### src/hw/rtl/rcp_pkg.sv
// Shared types and constants of the replica-aware chunk placer.
`default_nettype none

package rcp_pkg;

	localparam int NODE_W        = 7;
	localparam int HOST_W        = 6;
	localparam int SIZE_W        = 32;
	localparam int SEQ_W         = 32;
	localparam int LOAD_W        = 32;
	localparam int TOTAL_W       = 48;
	localparam int SLOT_OUT_W    = 3;
	localparam int SLOTS_CFG_W   = 4;
	localparam int CFG_IDX_W     = 2;
	localparam int CFG_DATA_W    = 32;
	localparam int DEF_MAX_NODES = 64;
	localparam int DEF_MAX_SLOTS = 8;
	localparam int Q_DEPTH       = 2;
	localparam int Q_PTR_W       = $clog2(Q_DEPTH);

	localparam logic [CFG_IDX_W-1:0] CFG_NUM_NODES    = 2'd0;
	localparam logic [CFG_IDX_W-1:0] CFG_SLOTS        = 2'd1;
	localparam logic [CFG_IDX_W-1:0] CFG_STATIC_COUNT = 2'd2;

	localparam logic [TOTAL_W-1:0] TOTAL_MAX = {TOTAL_W{1'b1}};
	localparam logic [LOAD_W-1:0]  LOAD_MAX  = {LOAD_W{1'b1}};
	localparam logic [SEQ_W-1:0]   SEQ_MAX   = {SEQ_W{1'b1}};

	typedef struct packed {
		logic                   bad;
		logic                   single;
		logic [2:0][NODE_W-1:0] rep;
		logic [SIZE_W-1:0]      size;
		logic [SEQ_W-1:0]       seq;
	} rcp_cmd_t;

endpackage

`default_nettype wire

### src/hw/rtl/rcp_queue.sv
// Short command queue between the classifying front end and the placement engine.
`default_nettype none

module rcp_queue import rcp_pkg::*; (
	input  wire logic     clk,
	input  wire logic     arst_n,
	input  wire logic     push,
	input  wire rcp_cmd_t push_cmd,
	input  wire logic     pop,
	output logic          full,
	output logic          empty,
	output rcp_cmd_t      head
);

	rcp_cmd_t           entry_q [Q_DEPTH];
	logic [Q_PTR_W-1:0] wptr_q;
	logic [Q_PTR_W-1:0] rptr_q;
	logic [Q_PTR_W:0]   count_q;

	assign full  = (count_q == (Q_PTR_W + 1)'(Q_DEPTH));
	assign empty = (count_q == '0);
	assign head  = entry_q[rptr_q];

	always_ff @(posedge clk) begin
		if (push) begin
			entry_q[wptr_q] <= push_cmd;
		end
	end

	always_ff @(posedge clk or negedge arst_n) begin
		if (!arst_n) begin
			wptr_q  <= '0;
			rptr_q  <= '0;
			count_q <= '0;
		end else begin
			if (push) begin
				wptr_q <= wptr_q + 1'b1;
			end
			if (pop) begin
				rptr_q <= rptr_q + 1'b1;
			end
			if (push && !pop) begin
				count_q <= count_q + 1'b1;
			end else if (pop && !push) begin
				count_q <= count_q - 1'b1;
			end
		end
	end

endmodule

`default_nettype wire

### config.mk
export PLATFORM = sky130hd
export DESIGN_NAME = rcp_queue
export DESIGN_NICKNAME = d
export VERILOG_FILES = /design/src/hw/rtl/rcp_pkg.sv /design/src/hw/rtl/rcp_queue.sv
export SDC_FILE = /design/constraint.sdc
export NUM_CORES = 1
export LEC_CHECK = 0
export BUFFER_PORTS_ARGS = -buffer_cell sky130_fd_sc_hd__buf_2
export CAP_MARGIN = 0
export CORE_MARGIN = 2
export CORE_UTILIZATION = 54
export CTS_BUF_LIST = sky130_fd_sc_hd__clkbuf_2
export DETAILED_ROUTE_END_ITERATION = 16
export GPL_TIMING_DRIVEN = 0
export PLACE_DENSITY = 0.82
export SLEW_MARGIN = 25
export SYNTH_ARGS = -nofsm -noshare
export SYNTH_HDL_FRONTEND = slang
export SYNTH_SLANG_ARGS = --single-unit
### constraint.sdc
create_clock -name clk -period 6.8 [get_ports clk]
set_input_delay 1.36 -clock clk [delete_from_list [all_inputs] [get_ports clk]]
set_output_delay 1.36 -clock clk [all_outputs]
set_load 0.01 [all_outputs]
# --- After elaboration in Yosys (flattened, before gate mapping) ---
# Memories as Yosys holds them, arrays and structs flattened.
# Index checks and enable logic that the tools add are counted.
totals:
  ff_bits: 4
  mem_bits_rw: 174
  in_bits: 91
  mem_count: 1
mem_list:
  columns: ["name", "depth", "width", "read_ports", "rd_ports_with_merged_regs", "write_ports", "line", "source"]
  rows:
  - ["entry_q", 2, 87, 1, 0, 1, "rcp_queue.sv:15", "rcp_cmd_t entry_q [Q_DEPTH];"]
classes:
  add_sub_neg: 4
  eq_ne: 1
  mux: 4
  n_reduce_logical: 6
op_table:
  columns: ["op", "count"]
  rows:
  - ["$mux 2", 2]
  - ["$add 1x1->1 const B", 2]
  - ["$add 2x1->2 const B", 1]
  - ["$eq 2x2->1 const B", 1]
  - ["$logic_and 1x1->1", 2]
  - ["$logic_not 1->1", 2]
  - ["$logic_not 2->1", 1]
  - ["$mux 1", 2]
  - ["$reduce_bool 2->1", 1]
  - ["$sub 2x1->2 const B", 1]

# --- Longest topological paths before layout ---
# Gate-level depths: netlist (run 1).
logic_depth:
  depth_word: 4
  mapped_depth: 5
  depth_no_buf: 5

# --- Worst setup path after synthesis (run 1) ---
# OpenSTA, ideal clock, no wires.
synth_timing:
  path_kind: "input-to-reg"
  from: "in push"
  to: "mem entry_q[0][0] (netlist bit), enable pin"
  arrival_ps: 5157
  t_required_ps: 6256
  path_slack_ps: 1100
  cell_stages: 1
  cell_sequence: "nor2b_1"
synth_between:
  elab_chain_cells: 2
synth_rtl:
  columns: ["item", "line", "source"]
  rows:
  - ["start: declaration", "rcp_queue.sv:7", "input wire logic push,"]
  - ["$mux 1", "rcp_queue.sv:25", "if (push) begin"]
  - ["$mux 1 (implied by the code)", "rcp_queue.sv:26", "entry_q[wptr_q] <= push_cmd;"]
  - ["end: declaration", "rcp_queue.sv:15", null]
# Every way passes these cells.

==> metrics.cfg, run 1 <==
[synth]
synth_top_area_share_pct=79.9
synth_common_cells=174 x edfxtp_1, 67 x mux2_2, 20 x mux2_4, 6 x buf_2
ys_types=13
synth.largest_area_cell=edfxtp_1
ys_ff_latch=178
yosys_warnings=0
yosysMostFrequentCell=edfxtp_1
netlist_instances=287
synth-edff-count=174
ys_seq_area_share_pct=81.4
async_reset_ff_share_pct=2.25
syn-num-nets=379
syn-cell-area_um2=6540
synth.avg_cell_area_um2=22.8
ys_top_cells_by_area=edfxtp_1 80%, mux2_2 12%, mux2_4 4.6%
synth-main-ff-cell=edfxtp_1

[worst_setup_path]
crit_type=reg -> out
cp_max_fo=10
crit_path_start_kind=flop
end_kind=primary output
r2r_slack_ns=4.99
rr_endpoint=entry_q[0][11]$_DFFE_PP_
arrival_ns=2.04
rr_startpoint=wptr_q$_DFFE_PN0P_
worstRegToRegCells=3
crit_required_ns=5.44

[power]
p_sw_w=0.000900
p_seq_share_pct=49.2
p_clk_share_pct=17.1
ir_worst_vdd_mv=0.253
power.share.combinational_pct=33.7
intPower_w=0.00216
cellPowerDensity_nw_per_um2=384
swShare_pct=29.4
p_leak_nw=3.10

[sta]
min_period_ns=3.40
tns_ns=0
maxSlewHeadroom_pct=53.4
setup_viol_count_final=0
drv_slew=0
fmax_mhz=294
holdWs_ns=0.410
rsz0062_at_grt=false
hold_viol=0
fin_crit_sh_pct=49.9
clock_skew_ns=0.0230
worst_slew_pin_slew_ns=0.698

[place]
dp_hpwl_um=7950
port-buffer-count=179
gp_routability_congestion=0.723

[route]
drtPass1Iterations=4
totalWireLength_um=11200
num_vias=3311
routed_via_density=5.11
first_iter_violations=184
routedWlPerCell_um=17.4
drc_errors=0
postRouteAntennaNets=0

[clocking]
cts_setup_buffers=0
cts_root_buf=clkbuf_2
clock_latency_ns=0.70
cts_sinks=178
numCtsBuffers=17
ctsHoldBuffers=0
cts_resized=0
clkSlewWorstSetupHoldPaths_ns=0.21
cts_tree=yes
cts_max_level=4
cts_buffer_depth=2

[floorplan]
initial_core_util_pct=54.9
num_rows=40
io-pin-count=180
die-width_um=114
core-area_um2=11900
die_h_um=114
die_area_um2=13000

[flow_run]
drv_cap=0

[finish]
area_delta_synth_final_pct=22.0
diodes=0
nets=581
final_layout_size_suffix_gt1_share_pct=62.1

[grt]
grt_start_max_net_pins=46
grt_pass1_vias=3344
grt_pass1_wl_um=16600
grt_use_total_pct=17.5
grt_overflow=0
antenna_found_initial=0

[min_path]
min_path_type=in -> async

[status]
status=complete, no violations

power groups by stage:
stage               registers [W]  logic [W]  clock network [W]
detailed placement        0.00154    0.00105                  0
CTS                       0.00151    0.00105           0.000543
finish                    0.00151    0.00103           0.000524
floorplan                 0.00154   0.000656                  0
global route              0.00152    0.00111           0.000581
global placement          0.00156   0.000981                  0
worst max-delay path by stage:
stage / endpoint / slack (ns) / startpoint
6_report: head[55] / 3.40 / rptr_q$_DFFE_PN0P_
5_1_grt: head[50] / 3.22 / rptr_q$_DFFE_PN0P_
4_1_cts: head[55] / 3.29 / rptr_q$_DFFE_PN0P_
3_5_place_dp: entry_q[0][42]$_DFFE_PP_ / 3.91 / push
3_3_place_gp: entry_q[0][37]$_DFFE_PP_ / -0.90 / push
2_1_floorplan: entry_q[0][0]$_DFFE_PP_ / 1.10 / push
state kept, by name, indices dropped and copies added (netlist names):
register,flops
wptr_q,1
entry_q,174
rptr_q,1
count_q,2
kinds of logic (layout without fill, tap and decap cells):
group | count (synthesis) | in the layout | synth area share [%]
XOR/XNOR | 5 | 5 | 0.669
adder cells (fa/ha/maj) | 1 | 1 | 0.191
buffers and inverters | 11 | 225 | 1.20
AND/OR/NAND/NOR | 5 | 5 | 0.402
multiplexers | 87 | 87 | 16.1
flip-flops | 178 | 178 | 81.4
cell type report:
type	count	area [um^2]
Sequential cell	178	5330
Fill cell	826	3930
Multi-Input combinational cell	98	1150
Timing Repair Buffer	183	1010
Tap cell	147	184
Clock inverter	12	141
Clock buffer	19	95.1
Buffer	10	75.1
Inverter	1	3.75
placed cells by master (no fill, tap or decap), drive strengths merged:
master,Yosys,routed
bufinv,0,3
nor2,2,2
clkinvlp,0,2
inv,1,1
clkinv,0,7
clkbuf,0,19
edfxtp,174,174
xnor2,1,1
nor2b,2,2
ha,1,1
buf,10,193
dfrtp,4,4
and2,1,1
mux2,87,87
xor2,4,4
worst max-delay path, stage by stage, from the launching register on:
cell	delay, ns
dfrtp_1	0.39
buf_6	0.13
buf_6	0.16
buf_6	0.20
mux2_4	0.32
buf_2	0.14
layer usage:
layer  part of all wire (%)  up-vias  GRT usage [%]
li1                       -     1541              -
met1                     38     1640           19.7
met2                     54      115           30.1
met3                    6.6       15           5.98
met4                    1.8        0           8.37
met5                      0        -              0
through the flow:
step / total power [W] / area (um^2) / util [%] / instances / worst slack (ns)
after global routing: 0.00322 / 7980 / 67.0 / 648 / 3.22
final: 0.00306 / 7980 / 67.0 / 648 / 3.40
after floorplan: 0.00219 / 6540 / - / 287 / 1.10
after detailed placement: 0.00258 / 7740 / 65.0 / 617 / 3.91
after CTS: 0.00310 / 7980 / 67.0 / 648 / 3.29
after global placement: 0.00254 / 7620 / 64.0 / 613 / -0.901
No activity file was read; power rests on OpenSTA's default activity.
==> run 2, diff against run 1 <==
- ABC_AREA: unset -> 1
- CORE_UTILIZATION: 54 -> 49
- PLACE_DENSITY: 0.82 -> 0.78
- clock period: 6.8 -> 3 ns (I/O delays scaled with it)
==> run 2 against run 1 <==
  * Largest power group unchanged
  * Count of clock-buffer cells in the layout fell by 1
  * Flip-flop and latch count did not move
  * Sequential share of layout area fell by 7.4 points
  * Register-to-register slack got worse by 3.6 ns
  * Final area rose by 13%
  * Worst setup slack got worse by 3.1 ns
  * Critical path type unchanged
  * Critical path depth did not move
  * Combinational power rose by 140%
  * Global-route usage rose by 1.4 points
==> metrics.cfg, run 2 <==
[status]
status=complete, no violations

[place]
gp_routability_congestion=0.706  ; -2.3%
port-buffer-count=179  ; unchanged
dp_hpwl_um=7900  ; -0.63%

[route]
num_vias=3731  ; +13%
drtPass1Iterations=4  ; unchanged
routedWlPerCell_um=16.8  ; -3.3%
drc_errors=0  ; unchanged
postRouteAntennaNets=0  ; unchanged
totalWireLength_um=13100  ; +16%
routed_via_density=4.80  ; -6.1%
first_iter_violations=211  ; +15%

[finish]
reg_top3=entry_q: 174 flops, count_q: 2 flops
largest_reg_flops=174  ; unchanged
layout_common_cells=185 x buf_2, 174 x edfxtp_1, 90 x dlygate4sd3_1
final_layout_size_suffix_gt1_share_pct=51.8  ; -10 points
diodes=0  ; unchanged
largest_register=entry_q
area_delta_synth_final_pct=36.8
final_common_cell=buf_2
nets=681  ; +17%

[floorplan]
io-pin-count=180  ; unchanged
die_area_um2=14300  ; +10%
core-area_um2=13100  ; +10%
num_rows=42  ; +5.0%
initial_core_util_pct=49.9  ; -5.0 points
die-width_um=120  ; +5.0%
die_h_um=120  ; +5.0%

[sta]
drv_slew=0  ; unchanged
fmax_mhz=375
clock_skew_ns=0.0201  ; -0.00300 ns
worst_slew_pin_slew_ns=0.460  ; -0.238 ns
fin_crit_sh_pct=88.8
min_period_ns=2.66
rsz0062_at_grt=false
setup_viol_count_final=0  ; unchanged
hold_viol=0  ; unchanged
maxSlewHeadroom_pct=69.4  ; +16 points
tns_ns=0  ; unchanged

[grt]
grt_overflow=0  ; unchanged
grt_pass1_wl_um=20300  ; +22%
grt_pass1_vias=4088  ; +22%
grt_start_max_net_pins=46  ; unchanged
grt_use_total_pct=18.9  ; +1.4 points
antenna_found_initial=0  ; unchanged

[flow_run]
drv_cap=0  ; unchanged

[clocking]
cts_buffer_depth=2  ; unchanged
cts_root_buf=clkbuf_2
cts_tree=yes
cts_resized=0  ; unchanged
clock_latency_ns=0.71  ; about the same
cts_max_level=4  ; unchanged
cts_sinks=178  ; unchanged
clkSlewWorstSetupHoldPaths_ns=0.23  ; +0.02 ns
numCtsBuffers=17  ; unchanged

[synth]
synth_top_area_share_pct=79.6  ; -0.24 points
synth.avg_cell_area_um2=22.2  ; -2.7%
ys_top_cells_by_area=edfxtp_1 80%, mux2_2 11%, mux2_4 4.6%
syn-cell-area_um2=6560  ; +0.31%
synth-edff-count=174  ; unchanged
synth_common_cells=174 x edfxtp_1, 67 x mux2_2, 20 x mux2_4, 7 x inv_1, 6 x buf_2
syn-num-nets=388  ; +2.4%
ys_types=14  ; +1
yosys_warnings=0  ; unchanged
synth-main-ff-cell=edfxtp_1
synth.largest_area_cell=edfxtp_1
ys_ff_latch=178  ; unchanged
async_reset_ff_share_pct=2.25  ; unchanged
ys_seq_area_share_pct=81.2  ; -0.25 points
netlist_instances=296  ; +3.1%
yosysMostFrequentCell=edfxtp_1

[worst_setup_path]
cp_max_fo=10  ; unchanged
crit_start=rptr_q$_DFFE_PN0P_
rr_startpoint=wptr_q$_DFFE_PN0P_
arrival_ns=2.06  ; +0.02 ns
end_kind=primary output
crit_path_start_kind=flop
crit_type=reg -> out
crit_required_ns=2.40  ; -3.04 ns

[min_path]
min_path_type=in -> async

[power]
p_leak_nw=3.51  ; +13%
ir_worst_vdd_mv=0.489  ; +93%
power_w=0.00715  ; +130%
cellPowerDensity_nw_per_um2=797  ; +110%

==> run 2: cell count changes in the layout (fill, tap and decap cells not counted), moves of 2 or more <==
cell           change
nand2_1            +5
inv_1              +5
clkinv_4           +2
dlygate4sd3_1     +90
xor2_1             -2
clkinv_2           -3
inv_6              +2
==> run 2: layout make-up <==
| class | count | area (um^2) |
|---|---|---|
| sequential | 178 | 5330 |
| fill | 906 | 4160 |
| timing repair buffer | 274 | 1930 |
| multi-input combinational | 101 | 1140 |
| tap | 176 | 220 |
| clock inverter | 14 | 164 |
| clock buffer | 18 | 90.1 |
| buffer | 10 | 75.1 |
| inverter | 7 | 31.3 |
==> run 2: where the power goes <==
part           switching, W  internal (W)
Clock              0.000783      0.000463
Sequential         0.000126       0.00329
Combinational       0.00124       0.00125
Total               0.00215       0.00499
==> run 2: logic make-up after synthesis <==
kind of cell	share of synthesized area, %
XOR/XNOR	0.401
buffers and inverters	1.54
adder cells (fa/ha/maj)	0.191
multiplexers	16.1
AND/OR/NAND/NOR	0.629
flip-flops	81.2
==> run 2: worst paths after layout <==
check / end / slack, ns / cells past startpoint
worst max-delay path: head[53] / 0.34 / 5
worst min-delay path: wptr_q$_DFFE_PN0P_ / 0.18 / 2
worst max register to register: entry_q[0][55]$_DFFE_PP_ / 1.41 / 3
worst min register to register: wptr_q$_DFFE_PN0P_ / 0.57 / 1
max in group asynchronous: count_q[1]$_DFFE_PN0P_ / 2.70 / 2
min in group clk: wptr_q$_DFFE_PN0P_ / 0.57 / 1
==> run 2: layer usage <==
metal	up-vias	share of wire (%)	track usage, %
met5	-	0	0
met4	0	2.3	8.09
met3	27	5.4	5.70
met2	134	55	34.3
met1	1820	37	20.4
li1	1750	-	-
==> run 2: stage by stage <==
step / hold WS (ns) / instances / utilization (%) / cell area [um^2] / setup slack, ns
final: 0.185 / 778 / 68.3 / 8970 / 0.336
after detailed placement: 0.411 / 656 / 59.5 / 7820 / 1.09
after floorplan: 0.304 / 296 / - / 6570 / 0.219
after global routing: 0.0711 / 778 / 68.3 / 8970 / 0.164
after CTS: 0.0790 / 778 / 68.3 / 8970 / 0.219
after global placement: 0.408 / 651 / 58.5 / 7680 / -0.746
==> run 2: critical path, stage by stage, from the launching register on <==
cell and delay (ns):
dfrtp_1 0.39, buf_6 0.14, buf_6 0.17, buf_6 0.19
mux2_4 0.32, buf_2 0.14
==> run 2: timing repair <==
action / in CTS / in global routing
hold endpoints to repair: 180 / 0
hold buffers: 90 / 0
buffers inserted: 0 / 0
