**src/hw/rtl/rcp_pkg.sv**
```systemverilog
// Shared types and constants of the replica-aware chunk placer.
`default_nettype none

package rcp_pkg;

	localparam int NODE_W        = 7;
	localparam int HOST_W        = 6;
	localparam int SIZE_W        = 32;
	localparam int SEQ_W         = 32;
	localparam int LOAD_W        = 32;
	localparam int TOTAL_W       = 48;
	localparam int SLOT_OUT_W    = 3;
	localparam int SLOTS_CFG_W   = 4;
	localparam int CFG_IDX_W     = 2;
	localparam int CFG_DATA_W    = 32;
	localparam int DEF_MAX_NODES = 64;
	localparam int DEF_MAX_SLOTS = 8;
	localparam int Q_DEPTH       = 2;
	localparam int Q_PTR_W       = $clog2(Q_DEPTH);

	localparam logic [CFG_IDX_W-1:0] CFG_NUM_NODES    = 2'd0;
	localparam logic [CFG_IDX_W-1:0] CFG_SLOTS        = 2'd1;
	localparam logic [CFG_IDX_W-1:0] CFG_STATIC_COUNT = 2'd2;

	localparam logic [TOTAL_W-1:0] TOTAL_MAX = {TOTAL_W{1'b1}};
	localparam logic [LOAD_W-1:0]  LOAD_MAX  = {LOAD_W{1'b1}};
	localparam logic [SEQ_W-1:0]   SEQ_MAX   = {SEQ_W{1'b1}};

	typedef struct packed {
		logic                   bad;
		logic                   single;
		logic [2:0][NODE_W-1:0] rep;
		logic [SIZE_W-1:0]      size;
		logic [SEQ_W-1:0]       seq;
	} rcp_cmd_t;

endpackage

`default_nettype wire

```
**src/hw/rtl/rcp_front.sv**
```systemverilog
// Front end: accepts chunks, numbers them and works out their replica set.
`default_nettype none

module rcp_front import rcp_pkg::*; #(
	parameter int MAX_NODES = DEF_MAX_NODES
) (
	input  wire logic                   clk,
	input  wire logic                   arst_n,
	input  wire logic                   in_valid,
	output logic                        in_stall,
	input  wire logic [HOST_W-1:0]      host_node,
	input  wire logic [SIZE_W-1:0]      chunk_size,
	input  wire logic [NODE_W-1:0]      num_nodes,
	input  wire logic [CFG_DATA_W-1:0]  static_count,
	input  wire logic                   q_full,
	input  wire logic                   clearing,
	output logic                        push,
	output rcp_cmd_t                    push_cmd
);

	localparam int ENW = ($clog2(MAX_NODES + 1) > NODE_W) ? $clog2(MAX_NODES + 1) : NODE_W;

	logic [SEQ_W-1:0]  chunk_cnt_q;
	logic [NODE_W-1:0] eff_nodes;
	logic [NODE_W-1:0] host_ext;
	logic [NODE_W:0]   host_inc;

	assign in_stall = q_full || clearing;
	assign push     = in_valid && !in_stall;

	always_comb begin
		eff_nodes = (ENW'(num_nodes) > ENW'(MAX_NODES)) ? NODE_W'(MAX_NODES) : num_nodes;
		host_ext  = NODE_W'(host_node);
		host_inc  = {1'b0, host_ext} + 1'b1;

		push_cmd.bad    = (host_ext >= eff_nodes);
		push_cmd.single = (chunk_cnt_q < static_count);
		push_cmd.rep[0] = (host_ext == '0) ? (eff_nodes - 1'b1) : (host_ext - 1'b1);
		push_cmd.rep[1] = host_ext;
		push_cmd.rep[2] = (host_inc >= {1'b0, eff_nodes}) ? '0 : host_inc[NODE_W-1:0];
		push_cmd.size   = chunk_size;
		push_cmd.seq    = chunk_cnt_q;
	end

	always_ff @(posedge clk or negedge arst_n) begin
		if (!arst_n) begin
			chunk_cnt_q <= '0;
		end else if (push && (chunk_cnt_q != SEQ_MAX)) begin
			chunk_cnt_q <= chunk_cnt_q + 1'b1;
		end
	end

endmodule

`default_nettype wire

```
**config.mk**
```make
export PLATFORM = sky130hd
export DESIGN_NAME = rcp_front
export DESIGN_NICKNAME = d
export VERILOG_FILES = /design/src/hw/rtl/rcp_pkg.sv /design/src/hw/rtl/rcp_front.sv
export SDC_FILE = /design/constraint.sdc
export NUM_CORES = 1
export LEC_CHECK = 0
export ABC_AREA = 1
export BUFFER_PORTS_ARGS = -buffer_cell sky130_fd_sc_hd__buf_4
export CORE_ASPECT_RATIO = 0.7
export CORE_UTILIZATION = 45
export DETAILED_ROUTE_END_ITERATION = 8
export PLACE_DENSITY = 0.79
export SETUP_SLACK_MARGIN = 0.4
export SLEW_MARGIN = 25
export SYNTH_ARGS = -nofsm -noshare
export SYNTH_HDL_FRONTEND = slang
export SYNTH_SLANG_ARGS = --single-unit
export TNS_END_PERCENT = 100
```
**constraint.sdc**
```tcl
create_clock -name clk -period 1.95 [get_ports clk]
set_input_delay 0.39 -clock clk [delete_from_list [all_inputs] [get_ports clk]]
set_output_delay 0.39 -clock clk [all_outputs]
set_load 0.01 [all_outputs]
```
=== Word level (Yosys, flattened, before mapping) ===
Cells that the tools add are included.

* Memory bits (writable): 0
* Bits in registers: 32
* Input bits: 82
* Bits in latches: 0
* Memories kept: 0
* Bits in read-only memories: 0

* Muxes and demuxes: 3
* Multiply operators: 0
* Add/subtract/negate cells: 4
* Bitwise logic cells: 0
* Equal/unequal tests: 1
* Shifts and indexed selects: 0
* Magnitude comparators: 4
* Reduce and logical (&&, ||, !) cells: 5
* Divide/modulo/power cells: 0

{| class="wikitable"
|+ Operator list
! cell !! count
|-
| 32-bit by 1-bit adder with 32-bit output (second input constant) || 1
|-
| 32-bit < comparator || 1
|-
| 32-bit != test (second input constant) || 1
|-
| 7-bit 2-to-1 mux || 3
|-
| 6-bit by 1-bit adder with 7-bit output (second input constant) || 1
|-
| 6-bit by 7-bit greater-or-equal comparator with 1-bit output || 1
|-
| 7-bit greater-or-equal comparator || 1
|-
| 7-bit greater-than comparator (second input constant) || 1
|-
| 6-bit by 1-bit subtractor with 7-bit output (second input constant) || 1
|-
| 7-bit by 1-bit subtractor with 7-bit output (second input constant) || 1
|-
| 6-bit zero test || 1
|-
| 1-bit logical AND || 2
|-
| 1-bit zero test || 1
|-
| 1-bit logical OR || 1
|}

=== Depth between registers and ports, before layout ===
Gate-level depths: netlist of the first run.

* Word-level depth: 4
* Gate-level depth with buffers: 16
* Gate-level depth less buffers: 16

=== Worst setup path before layout of the first run ===
OpenSTA, ideal clock, no wires.

* Path type: input-to-output
* From: in num_nodes[4]
* To: out push_cmd[78] (netlist bit)
* Required time: 1560 ps
* Arrival: 1700 ps
* Buffers on the path: 0
* Stages on the path: 16
* Path slack: -140 ps
* Cell sequence: nor2_1 nand3_1 nand2_1 nand2_1 ha_1 nand2_1 nand2_1 nand2_1 nand2_1 nand2_1 inv_1 nand2_1 nand2_1 nand2_1 nand2_1 nor2_1

{| class="wikitable"
|+ RTL lines
! element !! line !! text
|-
| start: declaration || rcp_front.sv:13 || <nowiki>input wire logic [NODE_W-1:0] num_nodes,</nowiki>
|-
| end: declaration || rcp_front.sv:18 || <nowiki>output rcp_cmd_t push_cmd</nowiki>
|}

==> out/metrics.csv, run 1 <==
stage;metric;value;unit
run_status;status;finished, violations left;
setup_path;worst_path_arrival;1.96;ns
placed_design;detailedPlacementHpwl;10200;um
floorplan;core;8550;um^2
sta;clock-skew-final;0.00639;ns
cells_and_area;most-common-layout-cells;buf_4 (160), nand2_1 (130), inv_1 (79), nand2_2 (50), nor2_1 (41);
sta;fmax;426;MHz
global_routing;groute.usage.overall;30.0;%
cts;cts_buffers;5;
yosys;syn-mean-instance-area;6.56;um^2
yosys;mappedNetlistNets;738;
worst_hold_path;worst_min_delay_path_class;input pin to async pin;
floorplan;start_util;46.8;%
global_routing;grt-ovfl-total;0;
cts;clock-root-buffer;clkbuf_16;
run_status;failed_checks;setup timing;
setup_path;worst-r2r-cell-count;9;
setup_path;worst-path-max-fanout;2;
yosys;sequential_share_of_the_synthesized_area;20.0;%
setup_path;data_required_time_of_the_critical_path;1.56;ns
floorplan;floorplan.die_area;9280;um^2
setup_path;setup.worst_path.class;input pin to output port;
setup_path;r2r_setup_slack;0.04;ns
yosys;syn-instance-count;610;
yosys;mappedNetlistArea;4000;um^2
placed_design;postPlaceCellArea;5410;um^2
cts;clock_path_buffers;2;
yosys;synth_edf_count;0;
yosys;synth_cell_type_count;38;
power_and_ir_drop;power_density;450;nW/um^2
setup_path;r2r_start;chunk_cnt_q[7];
sta;hold_viol_final;0;
detailed_routing;post_route_drc;0;
sta;layout_min_cycle_time;2.35;ns
cells_and_area;largest_register_ffs;32;
global_routing;grt_start_max_net_pins;33;
floorplan;ioPinCount;171;
cells_and_area;post-route-cell-area;6660;um^2
setup_path;timing.rr.end;chunk_cnt_q[26];
floorplan;fp.dieH;80.9;um
sta;layout_worst_path_cycle_share;120;%
detailed_routing;initialDrtViolationCount;393;
cts;cts_hold_buffers;0;
sta;final_report_setup_violation_count;15;
cts;clk_latency;0.28;ns
cells_and_area;areaGrowthSynthToFinish;66.4;%
detailed_routing;drt-vias-per-instance;5.20;
sta;drv_slew;0;
placed_design;port_buffers;105;
sta;grt_setup_unrepaired;true;
cells_and_area;design.final.nets;903;
cells_and_area;commonest_non_fill_non_tap_cell_in_the_layout;buf_4;
cells_and_area;fraction_of_layout_instances_using_a_drive_strength_above_1;50.5;%
detailed_routing;detail_route.wl_per_cell;16.4;um
cts;htree_num_levels;2;
detailed_routing;antenna_left;0;
cells_and_area;layout_top_registers;chunk_cnt_q x32;
setup_path;critPathCaptureType;output port;
cells_and_area;antenna_cells_inserted;0;
detailed_routing;firstDrtPassIters;5;
detailed_routing;wirelength;14700;um
yosys;synth_flop_cell;dfrtp_1;
cells_and_area;reg_with_most_ffs;chunk_cnt_q;
job;max_cap_violations;0;
yosys;async_s_r_ff_share_synth;100;%
global_routing;grt_pass1_vias;4289;
global_routing;wire_length_of_the_first_global_routing_pass;21300;um
yosys;yosysWarnings;0;
setup_path;critical_path.startpoint_type;input pin;
yosys;synth-seq-cells;32;
cts;path_clk_slew;0.06;ns
cts;clock_tree_from_tritoncts;yes;
cells_and_area;final_util;77.9;%
power_and_ir_drop;p_leak;3.53;nW
placed_design;gp_congestion;0.903;
global_routing;grt_antenna_before_repair;0;
floorplan;fp-row-count;28;
cts;clock-sinks;32;
detailed_routing;vias;4662;
sta;final_critical_path_setup_slack;-0.397;ns
floorplan;die-width;115;um
power_and_ir_drop;power.ir.vdd_worst;0.748;mV
## per-stage QoR
step | power [mW] | hold slack, ns | TNS [ns] | worst slack (ns) | instances
after CTS | 2.89 | 0.0757 | -4.20 | -0.339 | 886
after detailed placement | 1.91 | 0.367 | -5.10 | -0.449 | 859
after floorplan | 1.47 | 0.0944 | -0.248 | -0.0514 | 610
after global placement | 1.88 | 0.349 | -4.04 | -0.374 | 859
final | 3.00 | 0.0555 | -4.78 | -0.397 | 896
after global routing | 3.15 | 0.0905 | -5.99 | -0.456 | 896
## critical path: stages
cell      delay, ns
buf_6          0.11
nor2_4         0.10
nand3_2        0.11
nand2_2        0.10
buf_4          0.13
nand3_2        0.09
and2_4         0.18
ha_4           0.15
o211ai_1       0.13
buf_4          0.18
buf_4          0.09
o21ai_1        0.04
buf_4          0.14
## how the worst max path moves through the flow
stage                         endpoint  slack, ns         start
after floorplan           push_cmd[78]      -0.05  host_node[0]
after CTS                 push_cmd[79]      -0.34  num_nodes[1]
final                     push_cmd[68]      -0.40  num_nodes[2]
after global routing      push_cmd[80]      -0.46  num_nodes[5]
after global placement    push_cmd[86]      -0.37  num_nodes[6]
after detailed placement  push_cmd[78]      -0.45  host_node[1]
## layout make-up
cell class	count	area, um^2
inverter	91	369
clock buffer	8	156
timing repair buffer	203	1830
fill	589	1890
tap	120	150
multi-input combinational	442	3340
sequential	32	812
## Yosys cell counts (2+ instances only)
library cell  instances  share of area (%)
nor3_1               12                1.5
o21ai_0              11                1.4
nand2_1             199                 19
nand3b_1              2               0.38
nand2_2               6               0.94
o21ai_1               2               0.25
nor3_2                3               0.75
ha_1                 46                 14
buf_6                 6                1.7
nand3_2               2               0.50
nor2_1               58                5.4
buf_4                39                7.3
nor2_2                4               0.63
nand4_1               9                1.4
xor2_1               20                4.4
inv_1                86                8.1
o211ai_1              2               0.38
nand3_1              15                1.9
xnor2_1              12                2.6
o21ai_2               5                1.1
nor2_4                4                1.1
inv_2                 3               0.28
dfrtp_1              32                 20
a21oi_1              18                2.3
## power breakdown
| group | switching, mW | internal (mW) | leakage [nW] |
|---|---|---|---|
| Sequential | 0.0564 | 0.726 | 0.423 |
| Clock | 0.307 | 0.544 | 0.0772 |
| Combinational | 0.701 | 0.665 | 3.03 |
| Total | 1.06 | 1.93 | 3.53 |
## cell families after synthesis
family                     after synthesis  share of synthesized area [%]
DFF                                     32                           20.0
and+or+nand+nor                        319                           34.5
other                                    1                         0.0937
adders and majority gates               46                           14.4
AOI/OAI and AO/OA                       44                           6.41
buffers and inverters                  136                           17.6
xor gates and xnor gates                32                           7.00
## per-layer routing
layer / up-vias / wire length [um] / global-route usage, %
met2: 236 / 6800 / 49.8
li1: 2194 / - / -
met4: 0 / 296 / 6.36
met3: 48 / 1300 / 7.31
met5: - / 0 / 0
met1: 2184 / 6270 / 39.7
## timing repair
action,CTS,global route
buffers inserted,17,6
resized for setup,129,61
setup endpoints to repair,45,49
gates cloned,2,4
pin swaps,51,43
(Power assumes the default switching activity.)
==> run 2, diff against run 1 <==
Settings changed: CTS_CLUSTER_SIZE set to 30, PLACE_DENSITY 0.79 to 0.88.
==> out/metrics.csv, run 2 (same netlist as run 1, synthesis figures left out) <==
stage;metric;value;unit
power_and_ir_drop;switching_power;1.16;mW
floorplan;start_util;46.8;%
floorplan;floorplan.die_area;9280;um^2
power_and_ir_drop;power.ir.vdd_worst;0.596;mV
detailed_routing;drt-vias-per-instance;5.59;
setup_path;worst-path-max-fanout;4;
setup_path;critical_path.startpoint;host_node[1];
global_routing;grt_antenna_before_repair;0;
cts;path_clk_slew;0.06;ns
cells_and_area;antenna_cells_inserted;0;
floorplan;die-width;115;um
global_routing;groute.usage.overall;29.9;%
cells_and_area;most-common-layout-cells;buf_4 (157), nand2_1 (125), inv_1 (77), nand2_2 (45), nor2_1 (37);
power_and_ir_drop;combPwrFrac;48.2;%
detailed_routing;firstDrtPassIters;6;
power_and_ir_drop;cellInternalPower;1.89;mW
cells_and_area;reg_with_most_ffs;chunk_cnt_q;
setup_path;timing.rr.end;chunk_cnt_q[8];
placed_design;port_buffers;105;
power_and_ir_drop;seq_power_share;26.2;%
sta;hold_viol_final;0;
placed_design;gp_congestion;0.947;
floorplan;ioPinCount;171;
setup_path;critPathCaptureType;output port;
placed_design;postPlaceCellArea;5350;um^2
setup_path;critPathCapture;push_cmd[70];
detailed_routing;initialDrtViolationCount;482;
cells_and_area;design.final.nets;900;
sta;drv_slew;0;
sta;final_report_setup_violation_count;15;
global_routing;grt_pass1_vias;4406;
cts;cts_buffers;5;
cts;clock-sinks;32;
cts;clock_tree_from_tritoncts;yes;
floorplan;fp.dieH;80.9;um
setup_path;setup.worst_path.class;input pin to output port;
setup_path;r2r_start;chunk_cnt_q[1];
cells_and_area;layout_top_registers;chunk_cnt_q x32;
placed_design;detailedPlacementHpwl;9830;um
worst_hold_path;worst_min_delay_path_class;input pin to async pin;
sta;layout_worst_path_cycle_share;123;%
global_routing;wire_length_of_the_first_global_routing_pass;21300;um
sta;final_critical_path_setup_slack;-0.447;ns
cts;clock-root-buffer;clkbuf_16;
job;max_cap_violations;0;
run_status;failed_checks;setup timing;
cts;htree_num_levels;2;
cells_and_area;largest_register_ffs;32;
setup_path;critical_path.startpoint_type;input pin;
power_and_ir_drop;p_leak;3.71;nW
power_and_ir_drop;clk_network_pwr_share;25.6;%
detailed_routing;wirelength;16600;um
global_routing;grt-ovfl-total;0;
cells_and_area;areaGrowthSynthToFinish;68.2;%
setup_path;data_required_time_of_the_critical_path;1.56;ns
setup_path;worst_path_arrival;2.01;ns
sta;fmax;417;MHz
cells_and_area;fraction_of_layout_instances_using_a_drive_strength_above_1;51.9;%
detailed_routing;antenna_left;0;
cells_and_area;final_util;78.7;%
power_and_ir_drop;power_density;453;nW/um^2
setup_path;worst-r2r-cell-count;13;
detailed_routing;vias;4995;
cells_and_area;post-route-cell-area;6730;um^2
run_status;status;finished, violations left;
floorplan;core;8550;um^2
cells_and_area;commonest_non_fill_non_tap_cell_in_the_layout;buf_4;
floorplan;fp-row-count;28;
detailed_routing;post_route_drc;0;
setup_path;r2r_setup_slack;0.03;ns
sta;layout_min_cycle_time;2.40;ns
cts;clock_path_buffers;2;
power_and_ir_drop;power.share.switching;38.0;%
sta;clock-skew-final;0.0118;ns
detailed_routing;detail_route.wl_per_cell;18.6;um
global_routing;grt_start_max_net_pins;33;
sta;grt_setup_unrepaired;true;
sta;setup-tns-final;-5.42;ns
cts;clk_latency;0.29;ns
run 2: worst max-delay path, stage by stage:
cell,delay [ns]
buf_12,0.12
inv_12,0.04
ha_4,0.13
nand2_4,0.05
nor2_4,0.16
nand2_2,0.14
o21ai_4,0.13
ha_4,0.19
o211ai_1,0.18
nor2_1,0.17
nand2_1,0.07
nand2_1,0.07
nand2_2,0.05
buf_6,0.11
run 2: repair_timing:
item	4_1_cts	5_1_grt
pin swaps	34	67
buffers inserted	11	15
gates resized for setup	108	128
hold buffers	0	0
gates cloned	4	1
endpoints found under the setup margin	48	49
run 2: final cells by class:
type,instances,area [um^2]
sequential,32,812
clock inverter,1,5.00
inverter,91,393
clock buffer,7,133
fill,541,1820
multi-input combinational,442,3450
tap,120,150
timing repair inverter,2,50.0
timing repair buffer,198,1740
run 2: how the worst min path moves through the flow:
stage / startpoint / end / slack, ns / cells past startpoint
6_report: arst_n / chunk_cnt_q[2] / 0.04 / 1
5_1_grt: arst_n / chunk_cnt_q[1] / 0.08 / 1
4_1_cts: arst_n / chunk_cnt_q[1] / 0.07 / 1
3_5_place_dp: arst_n / chunk_cnt_q[2] / 0.36 / 1
3_3_place_gp: arst_n / chunk_cnt_q[2] / 0.35 / 1
2_1_floorplan: arst_n / chunk_cnt_q[0] / 0.09 / 0
run 2: power groups by stage:
stage	Combinational, mW	Sequential, mW	Clock (mW)
floorplan	0.615	0.855	0
global placement	1.06	0.789	0
detailed placement	1.10	0.796	0
CTS	1.25	0.788	0.764
global route	1.58	0.804	0.813
finish	1.47	0.800	0.782
run 2: metrics by stage:
stage                     std cells  power (mW)  hold slack, ns  worst slack [ns]
after global placement          854        1.85           0.348            -0.385
after floorplan                 610        1.47          0.0944           -0.0514
final                           893        3.05          0.0443            -0.447
after global routing            893        3.20          0.0793            -0.554
after detailed placement        854        1.90           0.364            -0.443
after CTS                       877        2.80          0.0686            -0.383
run 2: per-layer routing:
metal  wire length, um  GRT usage, %  up-vias
met4               925          8.96        0
met1              6180          38.7     2338
met5                 0             0        -
li1                  -             -     2190
met2              7810          50.8      354
met3              1720          5.75      113
==> run 3, diff against run 2 <==
Settings changed: BUFFER_PORTS_ARGS -buffer_cell sky130_fd_sc_hd__buf_4 to -buffer_cell sky130_fd_sc_hd__buf_2, CORE_UTILIZATION 45 to 49, PLACE_DENSITY 0.88 to 0.91, TNS_END_PERCENT 100 to 30.
Clock period 1.95 ns to 2.7 ns, I/O delays scaled along.
==> out/metrics.csv, run 3 (same netlist as run 1, synthesis figures left out) <==
stage;metric;value;unit
cells_and_area;final_util;61.9;%
detailed_routing;vias;4104;
placed_design;port_buffers;105;
setup_path;critPathCaptureType;output port;
sta;fmax;375;MHz
job;max_cap_violations;0;
cts;cts_buffers;5;
cells_and_area;multi_input_comb_area;2740;um^2
sta;final_critical_path_setup_slack;0.0318;ns
cts;clock-root-buffer;clkbuf_16;
setup_path;worst-path-max-fanout;7;
floorplan;die-width;110;um
cts;clock-sinks;32;
power_and_ir_drop;post-layout-total-power;1.77;mW
placed_design;detailedPlacementHpwl;8700;um
cells_and_area;commonest_non_fill_non_tap_cell_in_the_layout;nand2_1;
floorplan;start_util;50.8;%
sta;drv_slew;0;
detailed_routing;firstDrtPassIters;5;
setup_path;timing.rr.end;chunk_cnt_q[23];
power_and_ir_drop;cellInternalPower;1.13;mW
floorplan;core;7870;um^2
detailed_routing;post_route_drc;0;
setup_path;r2r_setup_slack;0.74;ns
setup_path;critical_path.startpoint;num_nodes[0];
power_and_ir_drop;combPwrFrac;36.4;%
detailed_routing;detail_route.wirelength.met1;5020;um
global_routing;wire_length_of_the_first_global_routing_pass;17800;um
setup_path;critical_path.startpoint_type;input pin;
cts;clock_path_buffers;2;
worst_hold_path;worst_min_delay_path_class;input pin to async pin;
sta;slew_headroom;50.0;%
sta;layout_min_cycle_time;2.67;ns
floorplan;floorplan.die_area;8540;um^2
cells_and_area;fraction_of_layout_instances_using_a_drive_strength_above_1;29.1;%
setup_path;r2r_start;chunk_cnt_q[1];
power_and_ir_drop;power.share.switching;36.3;%
detailed_routing;met3WireLength;820;um
cts;clk_latency;0.27;ns
cells_and_area;most-common-layout-cells;nand2_1 (187), buf_2 (89), inv_1 (81), nor2_1 (44), ha_1 (40);
power_and_ir_drop;power_density;364;nW/um^2
floorplan;ioPinCount;171;
cells_and_area;layout.area.seq;805;um^2
cells_and_area;largest_register_ffs;32;
cells_and_area;reg_with_most_ffs;chunk_cnt_q;
detailed_routing;antenna_left;0;
sta;grt_setup_unrepaired;true;
cts;path_clk_slew;0.05;ns
sta;worstMarginPinSlew;0.750;ns
placed_design;gp_congestion;0.912;
floorplan;fp-row-count;27;
detailed_routing;topRoutingLayerUsed;met4;
detailed_routing;initialDrtViolationCount;285;
cells_and_area;areaGrowthSynthToFinish;21.7;%
global_routing;grt_pass1_vias;3860;
floorplan;fp.dieH;77.6;um
power_and_ir_drop;power.ir.vdd_worst;0.404;mV
detailed_routing;detailroute.wirelength.met2;5010;um
detailed_routing;wirelength;11100;um
sta;final_report_setup_violation_count;0;
sta;layout_worst_path_cycle_share;98.8;%
cells_and_area;design.final.nets;816;
placed_design;pre_cts_slack;0.0143;ns
power_and_ir_drop;p_leak;2.67;nW
power_and_ir_drop;clk_network_pwr_share;29.9;%
cells_and_area;finish.cell_count_without_fillers;789;
setup_path;worst_path_arrival;2.13;ns
global_routing;grt-ovfl-total;0;
global_routing;grt_start_max_net_pins;35;
power_and_ir_drop;switching_power;0.642;mW
cts;htree_num_levels;2;
cells_and_area;layout_top_registers;chunk_cnt_q x32;
cts;clock_tree_from_tritoncts;yes;
global_routing;grt_antenna_before_repair;0;
cells_and_area;antenna_cells_inserted;0;
placed_design;post-place-cells;778;
global_routing;groute.usage.overall;26.5;%
cells_and_area;final.fill_count;707;
detailed_routing;drt-vias-per-instance;5.20;
sta;clock-skew-final;0.00247;ns
sta;hold_viol_final;0;
power_and_ir_drop;seq_power_share;33.7;%
setup_path;critPathCapture;push_cmd[78];
run_status;status;completed;
setup_path;worst-r2r-cell-count;10;
setup_path;data_required_time_of_the_critical_path;2.16;ns
detailed_routing;detail_route.wl_per_cell;14.0;um
cts;cts_hold_buffers;0;
setup_path;setup.worst_path.class;input pin to output port;
run 3: stage by stage:
| stage | hold slack, ns | TNS [ns] | area [um^2] |
|---|---|---|---|
| 2_1_floorplan | 0.244 | 0 | 4140 |
| 3_3_place_gp | 0.554 | 0 | 4490 |
| 3_5_place_dp | 0.574 | 0 | 4490 |
| 4_1_cts | 0.358 | 0 | 4800 |
| 5_1_grt | 0.393 | -0.447 | 4870 |
| 6_report | 0.333 | 0 | 4870 |
run 3: how the worst min path moves through the flow:
stage,slack [ns],start,end,cells past startpoint
5_1_grt,0.39,arst_n,chunk_cnt_q[1],1
3_5_place_dp,0.57,chunk_cnt_q[15],chunk_cnt_q[15],2
6_report,0.33,arst_n,chunk_cnt_q[0],1
4_1_cts,0.36,arst_n,chunk_cnt_q[1],1
2_1_floorplan,0.24,arst_n,chunk_cnt_q[0],0
3_3_place_gp,0.55,chunk_cnt_q[16],chunk_cnt_q[16],2
run 3: timing repair:
item | in CTS | in global routing
resized for setup | 40 | 19
setup endpoints to repair | 15 | 15
pin swaps | 25 | 16
endpoints found under the hold margin | 0 | 0
buffers inserted | 4 | 0
cloned | 0 | 0
run 3: power by group through the flow:
stage / registers [mW] / clock network [mW] / logic, mW
after global placement: 0.598 / 0 / 0.563
final: 0.596 / 0.530 / 0.644
after global routing: 0.605 / 0.548 / 0.715
after detailed placement: 0.603 / 0 / 0.589
after floorplan: 0.607 / 0 / 0.422
after CTS: 0.595 / 0.532 / 0.630
run 3: final cells by class:
type,instances,share of cell area [%]
clock buffer,6,2.65
inverter,91,7.17
clock inverter,1,0.103
tap,101,2.60
sequential,32,16.5
timing repair buffer,116,14.6
multi-input combinational,442,56.3
run 3: routing by layer:
layer / vias to the layer above / global-route usage [%]
li1: 2013 / -
met1: 1902 / 36.5
met2: 152 / 42.5
met3: 37 / 4.71
met4: 0 / 6.80
met5: - / 0
run 3: critical path: stages:
cell and delay, ns:
buf_8 0.10, nor2_4 0.10, nand3_2 0.10, nand2_2 0.12, nand2_4 0.07, ha_4 0.26
nand2_2 0.03, nand2_1 0.06, nand2_1 0.06, nand2_1 0.07, nand2_1 0.06, inv_1 0.05
nand2_1 0.04, nand2_1 0.07, nand2_2 0.08, nand2_8 0.16, nor2_4 0.05, buf_6 0.11
